File: config.mk
export PLATFORM = sky130hd
export DESIGN_NAME = cmm_ctrl
export DESIGN_NICKNAME = d
export VERILOG_FILES = /design/src/rtl/cmm_pkg.sv /design/src/rtl/cmm_ctrl.sv
export VERILOG_INCLUDE_DIRS = /design/src /design/src/rtl
export SDC_FILE = /design/constraint.sdc
export NUM_CORES = 1
export LEC_CHECK = 0
export BUFFER_PORTS_ARGS = -buffer_cell sky130_fd_sc_hd__buf_2
export CAP_MARGIN = 40
export CORE_MARGIN = 5
export CORE_UTILIZATION = 41
export CTS_CLUSTER_DIAMETER = 60
export DETAILED_ROUTE_END_ITERATION = 10
export PLACE_DENSITY = 0.81
export REMOVE_ABC_BUFFERS = 1
export SYNTH_ARGS = -nofsm -noshare
export SYNTH_HDL_FRONTEND = slang
export SYNTH_SLANG_ARGS = --single-unit
File: constraint.sdc
create_clock -name clk -period 1.9 [get_ports clk]
set_input_delay 0 -clock clk [delete_from_list [all_inputs] [get_ports clk]]
set_output_delay 0 -clock clk [all_outputs]
set_load 0.03 [all_outputs]
File: src/rtl/complex_matrix_multiply_assert.svh
// assertion macros for the complex matrix multiplier
// used by cmm_ctrl and cmm_datapath, no other dependencies
`ifndef COMPLEX_MATRIX_MULTIPLY_ASSERT_SVH
`define COMPLEX_MATRIX_MULTIPLY_ASSERT_SVH

`ifndef ASSERT_OFF

// same-cycle implication
`define CMM_ASSERT_IMPL(lbl, clk, rst_n, ante, cons) \
    lbl: assert property (@(posedge clk) disable iff (!rst_n) (ante) |-> (cons)) \
        else $error("cmm assertion failed");

// next-cycle implication
`define CMM_ASSERT_NEXT(lbl, clk, rst_n, ante, cons) \
    lbl: assert property (@(posedge clk) disable iff (!rst_n) (ante) |=> (cons)) \
        else $error("cmm assertion failed");

`else

`define CMM_ASSERT_IMPL(lbl, clk, rst_n, ante, cons)
`define CMM_ASSERT_NEXT(lbl, clk, rst_n, ante, cons)

`endif

`endif

File: src/rtl/cmm_pkg.sv
// types, constants and helpers for the complex matrix multiplier
// no dependencies
package cmm_pkg;

    localparam int MAX_DIM = 8;
    localparam int DIM_W   = $clog2(MAX_DIM);
    localparam int ADDR_W  = 2 * DIM_W;
    localparam int CFG_W   = 4;
    localparam int ELEM_W  = 16;
    localparam int PROD_W  = 2 * ELEM_W;
    localparam int SUM_W   = 36;

    localparam logic [CFG_W-1:0] DIM_RESET = CFG_W'(MAX_DIM);

    typedef enum logic [1:0] {
        KIND_LOAD_A  = 2'd0,
        KIND_LOAD_B  = 2'd1,
        KIND_COMPUTE = 2'd2
    } cmm_kind_t;

    typedef enum logic [1:0] {
        REG_A_ROWS    = 2'd0,
        REG_INNER_LEN = 2'd1,
        REG_B_COLS    = 2'd2
    } cmm_reg_t;

    typedef enum logic [1:0] {
        ST_IDLE,
        ST_RUN,
        ST_DRAIN
    } cmm_state_t;

    typedef struct packed {
        logic [1:0]               kind;
        logic [DIM_W-1:0]         row;
        logic [DIM_W-1:0]         col;
        logic signed [ELEM_W-1:0] elem_real;
        logic signed [ELEM_W-1:0] elem_imag;
    } cmm_item_t;

    typedef struct packed {
        logic [DIM_W-1:0]        out_row;
        logic [DIM_W-1:0]        out_col;
        logic signed [SUM_W-1:0] prod_real;
        logic signed [SUM_W-1:0] prod_imag;
        logic                    last;
    } cmm_result_t;

    typedef struct packed {
        logic [CFG_W-1:0] a_rows;
        logic [CFG_W-1:0] inner_len;
        logic [CFG_W-1:0] b_cols;
    } cmm_dims_t;

    // one multiply-accumulate step handed to the datapath
    typedef struct packed {
        logic              valid;
        logic              first;
        logic              last_k;
        logic [ADDR_W-1:0] a_addr;
        logic [ADDR_W-1:0] b_addr;
        logic [DIM_W-1:0]  out_row;
        logic [DIM_W-1:0]  out_col;
        logic              last;
    } cmm_issue_t;

    // store write
    typedef struct packed {
        logic                     en;
        logic                     sel_b;
        logic [ADDR_W-1:0]        addr;
        logic signed [ELEM_W-1:0] elem_real;
        logic signed [ELEM_W-1:0] elem_imag;
    } cmm_write_t;

    // highest index for a dimension register, zero counts as one, large clamps
    function automatic logic [DIM_W-1:0] last_index(input logic [CFG_W-1:0] v);
        logic [DIM_W-1:0] r;
        if (v == '0)
        begin
            r = '0;
        end
        else if (v > CFG_W'(MAX_DIM))
        begin
            r = DIM_W'(MAX_DIM - 1);
        end
        else
        begin
            r = DIM_W'(v - CFG_W'(1));
        end
        return r;
    endfunction

endpackage

File: src/rtl/cmm_ctrl.sv
// controller: accepts items, sequences row, column and inner index
// depends on cmm_pkg and complex_matrix_multiply_assert.svh
`include "complex_matrix_multiply_assert.svh"

module cmm_ctrl (
    input  logic               clk,
    input  logic               rst_n,
    input  logic               start,
    input  cmm_pkg::cmm_item_t item,
    input  cmm_pkg::cmm_dims_t dims,
    input  logic               pipe_busy,
    output logic               busy,
    output cmm_pkg::cmm_issue_t issue,
    output cmm_pkg::cmm_write_t wr
);

    cmm_pkg::cmm_state_t state_reg, state_next;
    logic [cmm_pkg::DIM_W-1:0] r_reg, r_next;
    logic [cmm_pkg::DIM_W-1:0] c_reg, c_next;
    logic [cmm_pkg::DIM_W-1:0] k_reg, k_next;
    logic [cmm_pkg::DIM_W-1:0] nr_last_reg, nr_last_next;
    logic [cmm_pkg::DIM_W-1:0] nc_last_reg, nc_last_next;
    logic [cmm_pkg::DIM_W-1:0] nk_last_reg, nk_last_next;

    always_ff @(posedge clk or negedge rst_n)
    begin
        if (!rst_n)
        begin
            state_reg   <= cmm_pkg::ST_IDLE;
            r_reg       <= '0;
            c_reg       <= '0;
            k_reg       <= '0;
            nr_last_reg <= '0;
            nc_last_reg <= '0;
            nk_last_reg <= '0;
        end
        else
        begin
            state_reg   <= state_next;
            r_reg       <= r_next;
            c_reg       <= c_next;
            k_reg       <= k_next;
            nr_last_reg <= nr_last_next;
            nc_last_reg <= nc_last_next;
            nk_last_reg <= nk_last_next;
        end
    end

    always_comb
    begin
        state_next   = state_reg;
        r_next       = r_reg;
        c_next       = c_reg;
        k_next       = k_reg;
        nr_last_next = nr_last_reg;
        nc_last_next = nc_last_reg;
        nk_last_next = nk_last_reg;
        busy         = (state_reg != cmm_pkg::ST_IDLE);

        wr.en        = 1'b0;
        wr.sel_b     = 1'b0;
        wr.addr      = {item.row, item.col};
        wr.elem_real = item.elem_real;
        wr.elem_imag = item.elem_imag;

        issue.valid   = (state_reg == cmm_pkg::ST_RUN);
        issue.first   = (k_reg == '0);
        issue.last_k  = (k_reg == nk_last_reg);
        issue.a_addr  = {r_reg, k_reg};
        issue.b_addr  = {k_reg, c_reg};
        issue.out_row = r_reg;
        issue.out_col = c_reg;
        issue.last    = (r_reg == nr_last_reg) && (c_reg == nc_last_reg)
                        && (k_reg == nk_last_reg);

        case (state_reg)
            cmm_pkg::ST_IDLE:
            begin
                if (start)
                begin
                    case (item.kind)
                        cmm_pkg::KIND_LOAD_A:
                        begin
                            wr.en = 1'b1;
                        end
                        cmm_pkg::KIND_LOAD_B:
                        begin
                            wr.en    = 1'b1;
                            wr.sel_b = 1'b1;
                        end
                        cmm_pkg::KIND_COMPUTE:
                        begin
                            state_next   = cmm_pkg::ST_RUN;
                            r_next       = '0;
                            c_next       = '0;
                            k_next       = '0;
                            nr_last_next = cmm_pkg::last_index(dims.a_rows);
                            nk_last_next = cmm_pkg::last_index(dims.inner_len);
                            nc_last_next = cmm_pkg::last_index(dims.b_cols);
                        end
                        default:
                        begin
                            // unused kind, dropped
                        end
                    endcase
                end
            end
            cmm_pkg::ST_RUN:
            begin
                if (k_reg == nk_last_reg)
                begin
                    k_next = '0;
                    if (c_reg == nc_last_reg)
                    begin
                        c_next = '0;
                        if (r_reg == nr_last_reg)
                        begin
                            state_next = cmm_pkg::ST_DRAIN;
                        end
                        else
                        begin
                            r_next = r_reg + 1'b1;
                        end
                    end
                    else
                    begin
                        c_next = c_reg + 1'b1;
                    end
                end
                else
                begin
                    k_next = k_reg + 1'b1;
                end
            end
            cmm_pkg::ST_DRAIN:
            begin
                if (!pipe_busy)
                begin
                    state_next = cmm_pkg::ST_IDLE;
                end
            end
            default:
            begin
                state_next = cmm_pkg::ST_IDLE;
            end
        endcase
    end

    `CMM_ASSERT_IMPL(a_no_issue_idle, clk, rst_n, state_reg == cmm_pkg::ST_IDLE, !issue.valid && !pipe_busy)
    `CMM_ASSERT_NEXT(a_last_drains, clk, rst_n, issue.valid && issue.last, state_reg == cmm_pkg::ST_DRAIN)
    `CMM_ASSERT_NEXT(a_drain_done, clk, rst_n, state_reg == cmm_pkg::ST_DRAIN && !pipe_busy, state_reg == cmm_pkg::ST_IDLE)

endmodule

==> results.toml <==
[worst_setup_path]
endpoint_kind = "primary output"
timing.rr.start = "state_reg[1]"
slowest_stage = "dfrtp_1"
startpoint = "k_reg[0]"
start_kind = "flip-flop"
critPathMaxStageDelay_ns = 0.46
cp.required_ns = 1.90
crit_fanout = 8
path_class = "flip-flop to primary output"
worstPathArrival_ns = 1.67
worstPathCellList = "xnor2_1 -> nand3_2 -> inv_2 -> and3_4 -> buf_2"

[pwr]
p_per_area_mw_per_mm2 = 1700
p_sw_mw = 1.37
vdd_ir_drop_max_v = 0.000472
power_frac_clock_pct = 11.6
seq_power_share_pct = 29.5
p_leak_nw = 0.833
power_mw = 2.74
combinationalPowerShare_pct = 58.9
p_sw_share_pct = 49.8
p_int_mw = 1.38

[yosys]
synth_edf_count = 0
ys_ff_latch = 20
synthAdderAreaFrac_pct = 7.20
synth_area_per_cell_um2 = 8.92
yosys.area.top_type = "dfrtp_1"
muxShareOfSynthArea_pct = 2.15
synth-xor-area-share_pct = 5.36
ys_top_cells_by_area = "dfrtp_1 (31%), buf_4 (23%), ha_1 (5.4%), inv_1 (4.4%), xnor2_1 (3.2%)"
synth.top_cell.area_share_pct = 30.7
synth-compound-area-share_pct = 13.3
ys_seq_area_share_pct = 30.7
ys_async_sr_fraction_pct = 100
syn_inst = 183
synth-simple-area-share_pct = 13.5
ys_warn_count = 0
syn_area_mm2 = 0.00163
synth_top_family_by_area = "buffers and inverters"
synthMostInstantiatedCell = "buf_4"
ys_types = 42
synth_common_cells = "buf_4 (50), dfrtp_1 (20), inv_1 (19)"
synth_flop_cell = "dfrtp_1"

[layout]
fill_cells = 383
syn_to_final_growth_pct = -1.38
final_cell_count_no_fill = 232
drive_gt1_share_pct = 33.0
antenna_cells = 0
fin_util_pct = 40.8
nNetsFinal = 246
design_area_mm2 = 0.00161

[clock_network]
ctsResizeCount = 0
clk_latency_ns = 0.26
htreeDepth = 1
cts_buffers = 3
path_clk_slew_ns = 0.07
cts.sink_count = 20
cts_root_buf = "clkbuf_8"
cts_tree = "yes"
clock_path_buffers = 2

[route]
drc = 0
drtAntennaViolNets = 0
routedWlPerCell_um = 18.8
dr.first_iter.drc_count = 46
dr.pass1.iters = 4
viasPerCell = 5.03
wl_mm = 4.36
vias = 1167

[sta]
holdWs_ns = 0.000284
clock.fmax_ghz = 0.599
slew_violations = 0
setup_tns_ns = 0
setup_viol = 0
period_needed_ns = 1.67
relSlewSlack_pct = 71.2
hold_viol_final = 0
grt_setup_unrepaired = "no"
setup_ws_ns = 0.229
skew_ns = 0.00254
worstMarginPinSlew_ns = 0.432
fin_crit_sh_pct = 87.9

[min_path]
holdCritStartpoint = "item[8]"
hp-class = "primary input to primary output"

[global_route]
first_global_vias = 1123
grt_overflow_total = 0
grt_antenna_before_repair = 0
grt_max_degree = 21
grt_pass1_wl_mm = 6.24
grt_use_total_pct = 16.5

[job]
max_cap_violations = 0

[place]
post_dp_cell_area_mm2 = 0.00155
port-buffer-count = 42
gp_congestion = 0.760
place_hpwl_mm = 3.64
dp_cells = 227
place_ws_ns = 0.367

[floorplan]
core_mm2 = 0.00394
rows = 23
die_width_um = 73.1
io_pins = 119
dieArea_mm2 = 0.00534
die_h_um = 73.1
start_util_pct = 41.4

[outcome]
status = "finished clean"
layout make-up:
type / count / area [um^2] / area share (%)
well taps: 50 / 62.6 / 3.89
multi-input cells: 92 / 677 / 42.0
repair buffers: 45 / 235 / 14.6
inverters: 21 / 80.1 / 4.97
clock buffers: 4 / 55.1 / 3.42
flip-flops and latches: 20 / 500 / 31.1
metal layers:
| metal | GRT usage, % | part of all wire, % |
|---|---|---|
| met5 | 14.1 | 2.1 |
| met4 | 2.05 | 0.64 |
| met3 | 18.0 | 23 |
| met2 | 19.0 | 36 |
| met1 | 19.6 | 38 |
final timing paths:
kind / slack, ns / endpoint / depth (start not counted)
setup / recovery: 0.23 / issue[0] / 5
hold / removal: 0.0003 / wr[8] / 0
setup reg to reg: 0.36 / c_reg[0] / 4
hold reg to reg: 0.51 / nr_last_reg[1] / 2
max in group asynchronous: 1.39 / r_reg[1] / 2
min in group asynchronous: 0.21 / nk_last_reg[2] / 2
critical path, delay by kind of cell, from the launching register on:
family	cells	cell delay, ns
flip-flops	1	0.46
AND/OR/NAND/NOR	2	0.38
buffers and inverters	2	0.34
XOR/XNOR	1	0.22
what timing repair did:
item | in CTS | in global routing
hold buffers | 1 | 0
hold endpoints to repair | 20 | 0
buffers inserted | 0 | 0
cell usage in the layout (no fill, tap or decap), types with 3 or more instances in the layout:
master,count
nor2b_1,3
a21oi_1,4
o21ai_0,10
buf_2,42
clkbuf_8,4
maj3_1,3
o21ai_1,3
nor2_1,6
ha_1,7
xnor2_1,6
nand2_1,12
dfrtp_1,20
inv_1,19
xor2_1,4
cells by family (layout without fill, tap and decap cells):
family,count (synthesis),count (layout)
simple gates,37,37
xor+xnor,10,10
flops,20,20
buf+inv,71,70
fa+ha+maj,10,10
compound gates,32,32
mux,3,3
power by group through the flow:
stage,clock (mW),combinational (mW),sequential (mW)
5_1_grt,0.347,1.77,0.846
6_report,0.318,1.61,0.810
2_1_floorplan,0,0.903,1.09
4_1_cts,0.328,1.63,0.820
3_5_place_dp,0,1.62,0.826
3_3_place_gp,0,1.59,0.813
Note: power is estimated with default switching activity, not from simulation.
